## src/i5gsdp_pkg.sv

```systemverilog
package i5gsdp_pkg;

  localparam int WEIGHTS_PER_WORD = 8;
  localparam int WEIGHT_BITS      = 5;
  localparam int WORD_W           = 40;
  localparam int SCALE_W          = 16;
  localparam int DOT_W            = 64;
  localparam int FRAC_W           = 10;
  localparam int EXP_W            = 5;
  localparam int MANT_W           = FRAC_W + 1;
  localparam int SHIFT_W          = 5;
  localparam int CMDQ_DEPTH       = 4;

  localparam int DEF_BLOCKS_PER_GROUP = 8;
  localparam int DEF_ACT_WIDTH        = 16;

  localparam logic [EXP_W-1:0] EXP_SPECIAL = 5'h1F;
  localparam logic [EXP_W-1:0] EXP_SUBNORM = 5'h00;

  localparam logic [DOT_W-1:0] DOT_MAX = 64'h7FFF_FFFF_FFFF_FFFF;
  localparam logic [DOT_W-1:0] DOT_MIN = 64'h8000_0000_0000_0000;

  // control part of a closed group handed from front to back
  typedef struct packed {
    logic [SCALE_W-1:0] scale;
    logic               last;
    logic               short_grp;
  } cmd_ctl_t;

endpackage

```

## src/i5gsdp_front.sv

```systemverilog
module i5gsdp_front #(
  parameter int BLOCKS_PER_GROUP = i5gsdp_pkg::DEF_BLOCKS_PER_GROUP,
  parameter int ACT_WIDTH        = i5gsdp_pkg::DEF_ACT_WIDTH,
  parameter int GSUM_W           = ACT_WIDTH + 9
) (
  input  logic                                  clk,
  input  logic                                  rst_n,
  input  logic                                  in_push,
  output logic                                  in_full,
  input  logic [i5gsdp_pkg::WORD_W-1:0]         in_packed_weights,
  input  logic signed [ACT_WIDTH-1:0]           in_act [i5gsdp_pkg::WEIGHTS_PER_WORD],
  input  logic [i5gsdp_pkg::SCALE_W-1:0]        in_group_scale,
  input  logic                                  in_last,
  output logic                                  q_push,
  input  logic                                  q_full,
  output logic signed [GSUM_W-1:0]              q_gsum,
  output i5gsdp_pkg::cmd_ctl_t                  q_ctl
);

  localparam int NW     = i5gsdp_pkg::WEIGHTS_PER_WORD;
  localparam int WB     = i5gsdp_pkg::WEIGHT_BITS;
  localparam int PROD_W = ACT_WIDTH + WB;
  localparam int ITEM_W = ACT_WIDTH + 8;
  localparam int CNT_W  = $clog2(BLOCKS_PER_GROUP) + 1;

  logic [WB-1:0]              code [NW];
  logic signed [WB-1:0]       wt [NW];
  logic signed [PROD_W-1:0]   prod_nxt [NW];
  logic signed [PROD_W-1:0]   prod_r [NW];
  logic                       a_valid_r;
  logic [i5gsdp_pkg::SCALE_W-1:0] a_scale_r;
  logic                       a_last_r;
  logic signed [ITEM_W-1:0]   item_sum;
  logic signed [GSUM_W-1:0]   gsum_r;
  logic signed [GSUM_W-1:0]   gsum_nxt;
  logic [CNT_W-1:0]           cnt_r;
  logic                       close_full;
  logic                       close;
  logic                       b_adv;
  logic                       accept;

  // weight code minus sixteen is the code with its top bit flipped
  always_comb begin
    for (int k = 0; k < NW; k++) begin
      code[k]     = in_packed_weights[k*WB +: WB];
      wt[k]       = signed'({~code[k][WB-1], code[k][WB-2:0]});
      prod_nxt[k] = PROD_W'(wt[k]) * PROD_W'(in_act[k]);
    end
  end

  always_comb begin
    item_sum = '0;
    for (int k = 0; k < NW; k++) begin
      item_sum = item_sum + ITEM_W'(prod_r[k]);
    end
  end

  assign gsum_nxt   = gsum_r + GSUM_W'(item_sum);
  assign close_full = (cnt_r == CNT_W'(BLOCKS_PER_GROUP - 1));
  assign close      = close_full || a_last_r;
  assign b_adv      = a_valid_r && (!close || !q_full);
  assign in_full    = a_valid_r && !b_adv;
  assign accept     = in_push && !in_full;

  assign q_push          = a_valid_r && close && !q_full;
  assign q_gsum          = gsum_nxt;
  assign q_ctl.scale     = a_scale_r;
  assign q_ctl.last      = a_last_r;
  assign q_ctl.short_grp = a_last_r && !close_full;

  always_ff @(posedge clk) begin
    if (accept) begin
      prod_r    <= prod_nxt;
      a_scale_r <= in_group_scale;
      a_last_r  <= in_last;
    end
  end

  always_ff @(posedge clk) begin
    if (!rst_n) begin
      a_valid_r <= 1'b0;
      gsum_r    <= '0;
      cnt_r     <= '0;
    end else begin
      if (accept) begin
        a_valid_r <= 1'b1;
      end else if (b_adv) begin
        a_valid_r <= 1'b0;
      end
      if (b_adv) begin
        if (close) begin
          gsum_r <= '0;
          cnt_r  <= '0;
        end else begin
          gsum_r <= gsum_nxt;
          cnt_r  <= cnt_r + CNT_W'(1);
        end
      end
    end
  end

endmodule

```

## src/i5gsdp_cmdq.sv

```systemverilog
module i5gsdp_cmdq #(
  parameter int GSUM_W = 25,
  parameter int DEPTH  = i5gsdp_pkg::CMDQ_DEPTH
) (
  input  logic                      clk,
  input  logic                      rst_n,
  input  logic                      push,
  output logic                      full,
  input  logic signed [GSUM_W-1:0]  push_gsum,
  input  i5gsdp_pkg::cmd_ctl_t      push_ctl,
  input  logic                      pop,
  output logic                      empty,
  output logic signed [GSUM_W-1:0]  pop_gsum,
  output i5gsdp_pkg::cmd_ctl_t      pop_ctl
);

  localparam int PTR_W = $clog2(DEPTH);
  localparam int CNT_W = $clog2(DEPTH + 1);

  logic signed [GSUM_W-1:0]   gsum_mem_r [DEPTH];
  i5gsdp_pkg::cmd_ctl_t       ctl_mem_r [DEPTH];
  logic [PTR_W-1:0]           wr_ptr_r;
  logic [PTR_W-1:0]           rd_ptr_r;
  logic [CNT_W-1:0]           cnt_r;
  logic                       do_push;
  logic                       do_pop;

  assign full     = (cnt_r == CNT_W'(DEPTH));
  assign empty    = (cnt_r == '0);
  assign do_push  = push && !full;
  assign do_pop   = pop && !empty;
  assign pop_gsum = gsum_mem_r[rd_ptr_r];
  assign pop_ctl  = ctl_mem_r[rd_ptr_r];

  always_ff @(posedge clk) begin
    if (do_push) begin
      gsum_mem_r[wr_ptr_r] <= push_gsum;
      ctl_mem_r[wr_ptr_r]  <= push_ctl;
    end
  end

  always_ff @(posedge clk) begin
    if (!rst_n) begin
      wr_ptr_r <= '0;
      rd_ptr_r <= '0;
      cnt_r    <= '0;
    end else begin
      if (do_push) begin
        wr_ptr_r <= (wr_ptr_r == PTR_W'(DEPTH - 1)) ? '0 : wr_ptr_r + PTR_W'(1);
      end
      if (do_pop) begin
        rd_ptr_r <= (rd_ptr_r == PTR_W'(DEPTH - 1)) ? '0 : rd_ptr_r + PTR_W'(1);
      end
      if (do_push && !do_pop) begin
        cnt_r <= cnt_r + CNT_W'(1);
      end else if (do_pop && !do_push) begin
        cnt_r <= cnt_r - CNT_W'(1);
      end
    end
  end

endmodule

```

## src/i5gsdp_back.sv

```systemverilog
module i5gsdp_back #(
  parameter int GSUM_W = 25
) (
  input  logic                                clk,
  input  logic                                rst_n,
  input  logic                                q_empty,
  output logic                                q_pop,
  input  logic signed [GSUM_W-1:0]            q_gsum,
  input  i5gsdp_pkg::cmd_ctl_t                q_ctl,
  output logic                                out_empty,
  input  logic                                out_pop,
  output logic signed [i5gsdp_pkg::DOT_W-1:0] out_dot_value,
  output logic                                out_overflow,
  output logic                                out_bad_scale,
  output logic                                out_short_group
);

  localparam int DW    = i5gsdp_pkg::DOT_W;
  localparam int MW    = i5gsdp_pkg::MANT_W;
  localparam int FW    = i5gsdp_pkg::FRAC_W;
  localparam int EW    = i5gsdp_pkg::EXP_W;
  localparam int SW    = i5gsdp_pkg::SHIFT_W;
  localparam int PW    = GSUM_W + MW;
  localparam int SH_W  = (PW + 30 > DW) ? PW + 30 : DW + 1;

  typedef enum logic [4:0] {
    S_IDLE  = 5'b00001,
    S_MUL   = 5'b00010,
    S_SCALE = 5'b00100,
    S_ADD   = 5'b01000,
    S_EMIT  = 5'b10000
  } state_t;

  state_t                       state_r;
  state_t                       state_nxt;
  logic signed [GSUM_W-1:0]     gsum_r;
  i5gsdp_pkg::cmd_ctl_t         ctl_r;
  logic [EW-1:0]                expo;
  logic [MW-1:0]                mant;
  logic [GSUM_W-1:0]            mag;
  logic [PW-1:0]                prod_r;
  logic [SW-1:0]                shift_r;
  logic                         neg_r;
  logic                         bad_r;
  logic [SH_W-1:0]              shifted;
  logic [SH_W-1:0]              limit;
  logic signed [DW-1:0]         addend_r;
  logic signed [DW-1:0]         acc_r;
  logic signed [DW:0]           acc_sum;
  logic                         acc_ovf;
  logic                         ovf_seen_r;
  logic                         bad_seen_r;
  logic                         out_valid_r;
  logic                         emit;

  assign expo    = ctl_r.scale[FW +: EW];
  assign mant    = {(expo != i5gsdp_pkg::EXP_SUBNORM), ctl_r.scale[FW-1:0]};
  assign mag     = gsum_r[GSUM_W-1] ? GSUM_W'(-gsum_r) : GSUM_W'(gsum_r);
  assign shifted = SH_W'(prod_r) << shift_r;
  assign limit   = neg_r ? SH_W'(i5gsdp_pkg::DOT_MIN) : SH_W'(i5gsdp_pkg::DOT_MAX);
  assign acc_sum = {acc_r[DW-1], acc_r} + {addend_r[DW-1], addend_r};
  assign acc_ovf = acc_sum[DW] != acc_sum[DW-1];
  assign emit    = (state_r == S_EMIT) && (!out_valid_r || out_pop);
  assign q_pop   = (state_r == S_IDLE) && !q_empty;

  assign out_empty = !out_valid_r;

  always_comb begin
    state_nxt = state_r;
    unique case (state_r)
      S_IDLE:  if (!q_empty) state_nxt = S_MUL;
      S_MUL:   state_nxt = S_SCALE;
      S_SCALE: state_nxt = S_ADD;
      S_ADD:   state_nxt = ctl_r.last ? S_EMIT : S_IDLE;
      S_EMIT:  if (emit) state_nxt = S_IDLE;
      default: state_nxt = S_IDLE;
    endcase
  end

  // datapath words
  always_ff @(posedge clk) begin
    if (q_pop) begin
      gsum_r <= q_gsum;
      ctl_r  <= q_ctl;
    end
    if (state_r == S_MUL) begin
      prod_r  <= PW'(mag) * PW'(mant);
      shift_r <= (expo != i5gsdp_pkg::EXP_SUBNORM) ? SW'(expo - EW'(1)) : '0;
      neg_r   <= gsum_r[GSUM_W-1] != ctl_r.scale[FW + EW];
      bad_r   <= (expo == i5gsdp_pkg::EXP_SPECIAL);
    end
    if (state_r == S_SCALE) begin
      if (bad_r) begin
        addend_r <= '0;
      end else if (shifted > limit) begin
        addend_r <= neg_r ? signed'(i5gsdp_pkg::DOT_MIN) : signed'(i5gsdp_pkg::DOT_MAX);
      end else begin
        addend_r <= neg_r ? signed'(-shifted[DW-1:0]) : signed'(shifted[DW-1:0]);
      end
    end
    if (emit) begin
      out_dot_value   <= acc_r;
      out_overflow    <= ovf_seen_r;
      out_bad_scale   <= bad_seen_r;
      out_short_group <= ctl_r.short_grp;
    end
  end

  always_ff @(posedge clk) begin
    if (!rst_n) begin
      state_r     <= S_IDLE;
      acc_r       <= '0;
      ovf_seen_r  <= 1'b0;
      bad_seen_r  <= 1'b0;
      out_valid_r <= 1'b0;
    end else begin
      state_r <= state_nxt;
      if (state_r == S_SCALE) begin
        if (bad_r) begin
          bad_seen_r <= 1'b1;
        end else if (shifted > limit) begin
          ovf_seen_r <= 1'b1;
        end
      end
      if (state_r == S_ADD) begin
        if (acc_ovf) begin
          acc_r      <= acc_sum[DW] ? signed'(i5gsdp_pkg::DOT_MIN)
                                    : signed'(i5gsdp_pkg::DOT_MAX);
          ovf_seen_r <= 1'b1;
        end else begin
          acc_r <= acc_sum[DW-1:0];
        end
      end
      if (emit) begin
        acc_r       <= '0;
        ovf_seen_r  <= 1'b0;
        bad_seen_r  <= 1'b0;
        out_valid_r <= 1'b1;
      end else if (out_pop) begin
        out_valid_r <= 1'b0;
      end
    end
  end

endmodule

```

## src/int5_group_scaled_dot_product.sv

```systemverilog
// Group-scaled int5 dot product.
//
// Input side is a queue: drive one packed word of eight 5-bit weights, the
// eight signed activations, the group's half-precision scale and last, and
// hold push high; the word is taken on an edge where full is low. Every
// BLOCKS_PER_GROUP words, or on a word with last set, the group sum is
// scaled exactly and added with saturation to the 64-bit accumulator; a bad scale adds zero.
// Result side is a queue too: one result word per vector, present while
// empty is low, taken on an edge where pop is high.
// A last word passes the front stage register, the group queue and the
// scaling unit's multiply, scale, add and emit states before empty goes
// low. Words are taken at one per cycle unless a closing word meets a full
// 4-entry group queue; each closed group holds the scaling unit through
// its take, multiply, scale and add states, plus emit when it ends a vector.
// A stalled result sits in the output register; the next vector keeps
// streaming in until its own result is ready to be stored.
// Reset (rst_n low, synchronous) clears the running sums, the sticky overflow and bad-scale flags and the queues.
module int5_group_scaled_dot_product #(
  parameter int BLOCKS_PER_GROUP = i5gsdp_pkg::DEF_BLOCKS_PER_GROUP,
  parameter int ACT_WIDTH        = i5gsdp_pkg::DEF_ACT_WIDTH
) (
  input  logic                                clk,
  input  logic                                rst_n,
  input  logic                                in_push,
  output logic                                in_full,
  input  logic [i5gsdp_pkg::WORD_W-1:0]       in_packed_weights,
  input  logic signed [ACT_WIDTH-1:0]         in_act_0,
  input  logic signed [ACT_WIDTH-1:0]         in_act_1,
  input  logic signed [ACT_WIDTH-1:0]         in_act_2,
  input  logic signed [ACT_WIDTH-1:0]         in_act_3,
  input  logic signed [ACT_WIDTH-1:0]         in_act_4,
  input  logic signed [ACT_WIDTH-1:0]         in_act_5,
  input  logic signed [ACT_WIDTH-1:0]         in_act_6,
  input  logic signed [ACT_WIDTH-1:0]         in_act_7,
  input  logic [i5gsdp_pkg::SCALE_W-1:0]      in_group_scale,
  input  logic                                in_last,
  output logic                                out_empty,
  input  logic                                out_pop,
  output logic signed [i5gsdp_pkg::DOT_W-1:0] out_dot_value,
  output logic                                out_overflow,
  output logic                                out_bad_scale,
  output logic                                out_short_group
);

  localparam int GSUM_W = ACT_WIDTH + 9 + $clog2(BLOCKS_PER_GROUP);

  logic signed [ACT_WIDTH-1:0] act [i5gsdp_pkg::WEIGHTS_PER_WORD];
  logic                        q_push;
  logic                        q_full;
  logic                        q_pop;
  logic                        q_empty;
  logic signed [GSUM_W-1:0]    q_push_gsum;
  logic signed [GSUM_W-1:0]    q_pop_gsum;
  i5gsdp_pkg::cmd_ctl_t        q_push_ctl;
  i5gsdp_pkg::cmd_ctl_t        q_pop_ctl;

  assign act[0] = in_act_0;
  assign act[1] = in_act_1;
  assign act[2] = in_act_2;
  assign act[3] = in_act_3;
  assign act[4] = in_act_4;
  assign act[5] = in_act_5;
  assign act[6] = in_act_6;
  assign act[7] = in_act_7;

  i5gsdp_front #(
    .BLOCKS_PER_GROUP (BLOCKS_PER_GROUP),
    .ACT_WIDTH        (ACT_WIDTH),
    .GSUM_W           (GSUM_W)
  ) u_front (
    .clk               (clk),
    .rst_n             (rst_n),
    .in_push           (in_push),
    .in_full           (in_full),
    .in_packed_weights (in_packed_weights),
    .in_act            (act),
    .in_group_scale    (in_group_scale),
    .in_last           (in_last),
    .q_push            (q_push),
    .q_full            (q_full),
    .q_gsum            (q_push_gsum),
    .q_ctl             (q_push_ctl)
  );

  i5gsdp_cmdq #(
    .GSUM_W (GSUM_W),
    .DEPTH  (i5gsdp_pkg::CMDQ_DEPTH)
  ) u_cmdq (
    .clk       (clk),
    .rst_n     (rst_n),
    .push      (q_push),
    .full      (q_full),
    .push_gsum (q_push_gsum),
    .push_ctl  (q_push_ctl),
    .pop       (q_pop),
    .empty     (q_empty),
    .pop_gsum  (q_pop_gsum),
    .pop_ctl   (q_pop_ctl)
  );

  i5gsdp_back #(
    .GSUM_W (GSUM_W)
  ) u_back (
    .clk             (clk),
    .rst_n           (rst_n),
    .q_empty         (q_empty),
    .q_pop           (q_pop),
    .q_gsum          (q_pop_gsum),
    .q_ctl           (q_pop_ctl),
    .out_empty       (out_empty),
    .out_pop         (out_pop),
    .out_dot_value   (out_dot_value),
    .out_overflow    (out_overflow),
    .out_bad_scale   (out_bad_scale),
    .out_short_group (out_short_group)
  );

  // group queue never overrun or underrun
  a_no_push_full: assert property (@(posedge clk) disable iff (!rst_n)
    !(q_push && q_full))
    else $error("group pushed into full queue");

  a_no_pop_empty: assert property (@(posedge clk) disable iff (!rst_n)
    !(q_pop && q_empty))
    else $error("group popped from empty queue");

  // result register empty after reset
  a_reset_empty: assert property (@(posedge clk)
    !rst_n |=> out_empty)
    else $error("result present after reset");

  // a closing word reaches the queue in the cycle it leaves the front stage
  a_last_reaches_queue: assert property (@(posedge clk) disable iff (!rst_n)
    (q_push && q_push_ctl.last) |=> !q_empty)
    else $error("closing group lost");

endmodule
```

## config.mk

```make
export PLATFORM = sky130hd
export DESIGN_NAME = int5_group_scaled_dot_product
export DESIGN_NICKNAME = d
export VERILOG_FILES = /design/src/i5gsdp_pkg.sv /design/src/i5gsdp_front.sv /design/src/i5gsdp_cmdq.sv /design/src/i5gsdp_back.sv /design/src/int5_group_scaled_dot_product.sv
export SDC_FILE = /design/constraint.sdc
export NUM_CORES = 2
export LEC_CHECK = 0
export ABC_AREA = 1
export BUFFER_PORTS_ARGS = -buffer_cell sky130_fd_sc_hd__buf_2
export CAP_MARGIN = 10
export CELL_PAD_IN_SITES_DETAIL_PLACEMENT = 2
export CELL_PAD_IN_SITES_GLOBAL_PLACEMENT = 2
export CORE_UTILIZATION = 40
export CTS_CLUSTER_SIZE = 20
export DETAILED_ROUTE_END_ITERATION = 6
export PLACE_DENSITY_LB_ADDON = 0.1
export SYNTH_ARGS = -nofsm -noshare
export SYNTH_HDL_FRONTEND = slang
export SYNTH_SLANG_ARGS = --single-unit
```

## constraint.sdc

```tcl
create_clock -name clk -period 10.3 [get_ports clk]
set_input_delay 0.515 -clock clk [delete_from_list [all_inputs] [get_ports clk]]
set_output_delay 0.515 -clock clk [all_outputs]
set_load 0.02 [all_outputs]
```

Yosys cells after proc, flatten, opt, wreduce, memory -nomap -nowiden
Memories as Yosys holds them, arrays and structs flattened. A register that Yosys moved wholly into a read port is not among the register bits.
Cells that the tools add are included.
W data, S select, Z words.
{"block": "word_totals", "wordCells": 143, "output_inout_bits": 69, "mem_count": 2, "reg_bits": 474, "ramBits": 184}
{"block": "op_classes", "addsub": 17, "n_reduce_logical": 32, "n_eq_ne": 14, "shifts": 1, "multipliers": 9, "mux": 28, "n_lt_le_gt_ge": 1, "n_bitwise": 9}
{"name": "u_cmdq.gsum_mem_r", "words": 4, "width": 28, "read_ports": 1, "rd_clocked_by_memory_dff": 1, "wr": 1, "line": "i5gsdp_cmdq.sv:20", "source": "logic signed [GSUM_W-1:0] gsum_mem_r [DEPTH];"}
{"name": "u_cmdq.ctl_mem_r", "words": 4, "width": 18, "read_ports": 1, "rd_clocked_by_memory_dff": 1, "wr": 1, "line": "i5gsdp_cmdq.sv:21", "source": "i5gsdp_pkg::cmd_ctl_t ctl_mem_r [DEPTH];"}
{"op": "$mux W64", "count": 6}
{"op": "$mul A5 B16 Y21", "count": 8}
{"op": "$add A24 B21 Y24", "count": 5}
{"op": "$gt A69 B69 Y1", "count": 1}
{"op": "$shl A39 B5 Y69", "count": 1}
{"op": "$add A64 B64 Y65", "count": 1}
{"op": "$neg A64 Y64", "count": 1}
{"op": "$mux W28", "count": 2}
{"op": "$mul A28 B11 Y39", "count": 1}
{"op": "$add A28 B24 Y28", "count": 1}
{"op": "$neg A28 Y28", "count": 1}
{"op": "$pmux W5 S5", "count": 1}
{"op": "$add A22 B21 Y23", "count": 1}
{"op": "$add A21 B21 Y22", "count": 1}
{"op": "$mux W5", "count": 3}
{"op": "$logic_and A1 B1 Y1", "count": 12}
{"op": "$mux W1", "count": 11}
{"op": "$eq A5 B5 Y1 const B", "count": 2}
{"op": "$logic_not A1 Y1", "count": 9}
{"op": "$not A1 Y1", "count": 9}
{"op": "$mux W3", "count": 2}
{"op": "$reduce_bool A2 Y1", "count": 3}
{"op": "$eq A5 B1 Y1 const B", "count": 1}
{"op": "$eq A5 B2 Y1 const B", "count": 1}
{"op": "other kinds (20)", "count": 27}

Longest topological paths before layout
{"block": "logic_depth", "ltp_word": 10, "mapped_depth": 39}

Hierarchy
From an unflattened synthesis, not the netlist that was laid out.
{"block": "hier_totals", "cells_unflattened": 8924, "hier_area_um2": 74013.5}
{"mod": "i5gsdp_front", "area_per_inst_um2": 35601.6, "seq_area_each_um2": 6216.0, "cells_per_inst": 4210, "n_inst": 1}
{"mod": "i5gsdp_back", "area_per_inst_um2": 31038.5, "seq_area_each_um2": 8137.8, "cells_per_inst": 4197, "n_inst": 1}
{"mod": "i5gsdp_cmdq", "area_per_inst_um2": 7373.3, "seq_area_each_um2": 5705.5, "cells_per_inst": 517, "n_inst": 1}

Worst setup path after synthesis
No wires, ideal clock.
{"block": "synth_path", "kind": "flip-flop to flip-flop", "start": "register u_front.cnt_r[0]", "end": "register u_front.a_last_r (enable)", "stages_incl_launch_ff": 9, "slack_ns": 0.877, "required_time_ns": 9.567, "arrival_ns": 8.689, "n_path_buf": 0, "cell_sequence": "dfxtp_1 ha_1 nand2_1 nor2_1 nor2_1 inv_1 nand3_1 inv_1 nor2_1"}
{"block": "synth_via", "elab_chain_len": 9}
{"item": "from (decl)", "line": "i5gsdp_front.sv:36", "source": "logic [CNT_W-1:0] cnt_r;"}
{"item": "from (signal assigned)", "line": "i5gsdp_front.sv:96", "source": "cnt_r <= cnt_r + CNT_W'(1);"}
{"item": "$eq A4 B3 Y1", "line": "i5gsdp_front.sv:59", "source": "assign close_full = (cnt_r == CNT_W'(BLOCKS_PER_GROUP - 1));"}
{"item": "$logic_or A1 B1 Y1", "line": "i5gsdp_front.sv:60", "source": "assign close = close_full || a_last_r;"}
{"item": "$logic_not A1 Y1", "line": "i5gsdp_front.sv:61", "source": "assign b_adv = a_valid_r && (!close || !q_full);"}
{"item": "$logic_or A1 B1 Y1", "line": "i5gsdp_front.sv:61"}
{"item": "$logic_and A1 B1 Y1", "line": "i5gsdp_front.sv:61"}
{"item": "$logic_not A1 Y1", "line": "i5gsdp_front.sv:62", "source": "assign in_full = a_valid_r && !b_adv;"}
{"item": "$logic_and A1 B1 Y1", "line": "i5gsdp_front.sv:62"}
{"item": "named net in_full", "line": "int5_group_scaled_dot_product.sv:25", "source": "output logic in_full,"}
{"item": "$logic_not A1 Y1", "line": "i5gsdp_front.sv:63", "source": "assign accept = in_push && !in_full;"}
{"item": "$logic_and A1 B1 Y1", "line": "i5gsdp_front.sv:63"}
{"item": "named net u_front.accept", "line": "i5gsdp_front.sv:40", "source": "logic accept;"}
{"item": "to (signal assigned)", "line": "i5gsdp_front.sv:75", "source": "a_last_r <= in_last;"}
{"item": "to (decl)", "line": "i5gsdp_front.sv:32", "source": "logic a_last_r;"}
The timed path passes the listed nets, and every way through them passes these cells.
A chain may end at the register's enable or synchronous reset.

Final worst setup path
{"block": "layout_path", "start": "register u_front.prod_r[108] (netlist name)", "end": "memory u_cmdq.gsum_mem_r[0][27] (netlist name) (data pin)"}
{"block": "layout_via", "elab_chain_len": 7}
{"item": "from (decl)", "line": "i5gsdp_front.sv:29", "source": "logic signed [PROD_W-1:0] prod_r [NW];"}
{"item": "from (signal assigned)", "line": "i5gsdp_front.sv:73", "source": "prod_r <= prod_nxt;"}
{"item": "$add A22 B21 Y23", "line": "i5gsdp_front.sv:54", "source": "item_sum = item_sum + ITEM_W'(prod_r[k]);"}
{"item": "$add A24 B21 Y24 (5 in a row)", "line": "i5gsdp_front.sv:54"}
{"item": "$add A28 B24 Y28", "line": "i5gsdp_front.sv:58", "source": "assign gsum_nxt = gsum_r + GSUM_W'(item_sum);"}
{"item": "named net q_push_gsum[27]", "line": "int5_group_scaled_dot_product.sv:52", "source": "logic signed [GSUM_W-1:0] q_push_gsum;"}
{"item": "to (decl)", "line": "i5gsdp_cmdq.sv:20"}
The timed path passes the listed nets, and every way through them passes these cells.

==> results.md <==
- The run finished with clean final reports.
- The yosys synthesis warning count is 0.
- The delay contributed by the slowest stage of the critical path is 0.54 ns.
- The initial antenna violation count is 16.
- The tree built by TritonCTS fans out to between 700 and 800 sinks.
- In this run, synthesis inferred 592 flip-flops with an integrated enable.
- By area the synthesized netlist is led by edfxtp_1 (24%), fa_1 (21%), ha_1 (10%).
- After clock tree synthesis, the clock-pin slew on the worst setup and hold paths is 0.06 ns.
- The library cell used most frequently in the layout, excluding fill and tap cells, is nand2_1.
- The fraction of layout instances using a drive strength above 1 is 0.0800.
- The leading area contributor after synthesis is edfxtp_1.
- The synthesized net count is around 10000.
- In the synthesized netlist the dominant register cell turns out to be edfxtp_1.
- The tool flagged a number of max-cap violations equal to 0.
- Wires add up to roughly 250000 um.
- Once the clock tree was built, the resizer swapped 0 gates to a different size.
- Counting tap cells, the placed design contains a total of 11004 instances.
- The initialized floorplan defines 155 standard-cell rows.
- The clock tree root buffer cell is clkbuf_16.
- In this run the standard cell core region covers 179000 sq um.
- From left edge to right edge, the die measures 428 um.
- The area growth from synthesis to layout is 9.21%.
- The global-route wire length before repair is 394000 um.
- The number of nets still failing antenna checks after routing is 0.
- The number of search-and-repair iterations in the first detailed-routing pass is 5.
- The die covers 183000 sq um.
- The post-detailed-route via-to-cell ratio is 5.32.
- Entering global routing, the biggest net connects 170 pins.
- Setup repair after global routing left no endpoint under its margin.
- The later pin in the worst-skew pair is clocked with a latency of 0.74 ns.
- In the finished design, the share of the clock period the worst path needs comes to 0.842.
- The portion of the post-synthesis area used by sequential elements is 0.276.
- The number of global-route vias before repair is 68583.
- Of all nets on the critical path, the largest fanout is 5.
- Of the total synthesized cell area, the portion taken by XOR and XNOR cells is 0.0436.
- The endpoint class of the critical path is a flip-flop.
- The final cell utilization of the core is 0.442.
- The non-filler instance count after layout is 11190.
- The number of remaining DRC errors is 0.
- The global routing usage summed across all routing layers is 0.275.
- From bottom edge to top edge, the die measures 428 um.
- The number of hold buffers added after CTS was 17.
- The synthesized design contains 704 register bits.
- The count of nets after finishing is 10272.
- The post-route setup TNS is 0 ns.
- The worst path needs 8.68 ns of the cycle, external delays included.
- The placed cell area is 76100 sq um.
- The routability congestion estimate from global placement is 0.888.
- For this design, the slowest cell found on the critical path is fa_1.
- In this run the number of H-tree levels came out at 3.
- The post-synthesis mux area share is 0.
- Summing over every cut layer, the via total after detailed routing is 59480.
- The max-slew violation total from the final report was 0.
- The highest achievable clock rate is 115 MHz.
- The cell count after synthesis is 8606.
- The post-synthesis area per instance is between 8 and 9 sq um.
- In this run the post-CTS setup repair buffer count came out at 0.
- The I/O pin total is 258.
- The hold violation count in the final report is 0.
- The clock tree buffer depth is 3.
- STA classifies the critical path startpoint as a flip-flop.
- The synthesized netlist occupies a cell area of 72600 sq um.
- The classification of the worst setup path is flip-flop to flip-flop.
- The count of input and output buffers is 257.
- After the first detailed-routing iteration, the DRC count stood at 2577.
- The final setup violation count is 0.
- The clock tree from TritonCTS is built.
- The final instance area is between 70000 and 80000 sq um.
- The number of buffers added by the clock tree synthesis step is 85.
- For the pin with the worst max-slew slack, the measured transition is around 1.1 ns.
- The worst pin sits at a relative slew slack of 0.233.
- After synthesis, the largest family of logic cells by area is adder cells.
- The complex-gate fraction of the synthesized area is 0.0873.
- Of the post-synthesis cell area, the dominant cell type holds 0.245.
- On the final layout, the worst clock skew is 0.0470 ns.
- In the synthesized netlist the async set-or-reset flop fraction comes to 0.
- Among the stages of the critical path, the cell type that occurs most often is a21oi_1.
- The initial cell density of the core is 0.404.
- The routed length per instance is 22.5 um.
- The detailed-placement wirelength estimate is a little over 200000 um.
- The total of fill cells in the finished design is 20023.
- For the worst setup path, the data required time is 10.77 ns.
- The share of synthesized cell area in and, or, nand and nor gates is 0.193.
- Leaving out fill and tap cells, the most frequent cells in the layout are nand2_1 (1916), inv_1 (1475), fa_1 (748).
- For this run the aggregate overflow at the end of global routing stands at 0.
- The area share of fa/ha/maj cells after synthesis is 0.307.
- The arrival time at the worst endpoint is 9.14 ns.
- The distinct cell type count of the synthesized netlist is 59.
- The worst hold path belongs to the class primary input to flip-flop.
## cell families (layout without fill, tap and decap cells)
| kind of cell | Yosys count | after routing |
|---|---|---|
| DFF | 704 | 704 |
| AOI/OAI and AO/OA | 1156 | 1156 |
| xor gates and xnor gates | 361 | 361 |
| and+or+nand+nor | 3304 | 3304 |
| other | 0 | 12 |
| adders and majority gates | 1330 | 1330 |
| buffers and inverters | 1751 | 1968 |
## cell usage after synthesis (46+ instances only)
| cell type | n |
|---|---|
| fa_1 | 748 |
| clkbuf_1 | 176 |
| dfxtp_1 | 112 |
| o22ai_1 | 46 |
| xnor2_1 | 115 |
| edfxtp_1 | 592 |
| inv_1 | 1480 |
| or2_2 | 131 |
| nand2_1 | 1918 |
| xor2_1 | 246 |
| ha_1 | 582 |
| o21ai_0 | 368 |
| nand4_1 | 55 |
| nand3_1 | 427 |
| a21oi_1 | 534 |
| nor2_1 | 581 |
## state kept, by name (all words and copies together) (netlist names), 2 cells and up
name and cells:
u_back.acc_r 64, u_cmdq.cnt_r 3, u_front.prod_r 168, u_front.cnt_r 4, u_front.a_scale_r 16, u_cmdq.rd_ptr_r 2
u_front.gsum_r 28, u_back.out_dot_value 64, u_back.ctl_r 18, u_cmdq.wr_ptr_r 2, u_cmdq.ctl_mem_r 72, u_cmdq.gsum_mem_r 112
u_back.shift_r 5, u_back.prod_r 39, u_back.state_r 5, u_back.gsum_r 28, u_back.addend_r 64
## worst max-delay path, delay by kind of cell (launching register included)
| kind | cells | cell delay [ns] |
|---|---|---|
| AO/OA/AOI/OAI | 12 | 2.39 |
| adder cells (fa/ha/maj) | 7 | 3.24 |
| AND/OR/NAND/NOR | 12 | 1.66 |
| buffers and inverters | 3 | 0.18 |
| XOR/XNOR | 1 | 0.53 |
| flip-flops | 1 | 0.41 |
## layer usage
metal / up-vias / track usage / wire length (um)
met5: - / 0 / 40
met4: 6 / 0.0875 / 8010
met3: 324 / 0.0252 / 6090
met2: 769 / 0.518 / 134000
met1: 30605 / 0.327 / 104000
li1: 27776 / - / -
## layout make-up
cell class	instances	area (sq um)	area share
Multi-Input combinational cell	6151	45900	0.579
Clock buffer	102	2230	0.0282
Inverter	1493	5610	0.0708
Sequential cell	704	20000	0.253
Timing Repair Buffer	318	1800	0.0227
Tap cell	2355	2950	0.0372
Antenna cell	12	30.0	0.000379
Clock inverter	55	729	0.00921
## per-stage QoR
step / setup slack [ns] / hold WS (ns)
2_1_floorplan: 0.877 / 0.399
3_3_place_gp: 2.04 / 0.407
3_5_place_dp: 1.58 / 0.421
4_1_cts: 1.56 / 0.0602
5_1_grt: 1.02 / 0.145
6_report: 1.62 / 0.116
## path summary, 6_finish.rpt
kind              slack (ns)                       end  depth (start not counted)           startpoint
setup / recovery        1.62  u_cmdq.gsum_mem_r[0][27]                         35  u_front.prod_r[108]
hold reg to reg         0.43    u_back.out_short_group                          0      u_back.ctl_r[0]
hold / removal          0.12        u_front.prod_r[84]                          3          in_act_3[0]
setup reg to reg        1.62  u_cmdq.gsum_mem_r[0][27]                         35  u_front.prod_r[108]
Power is not shown: default switching activity piles up to over one toggle a cycle in this logic, so the estimate is an artifact.
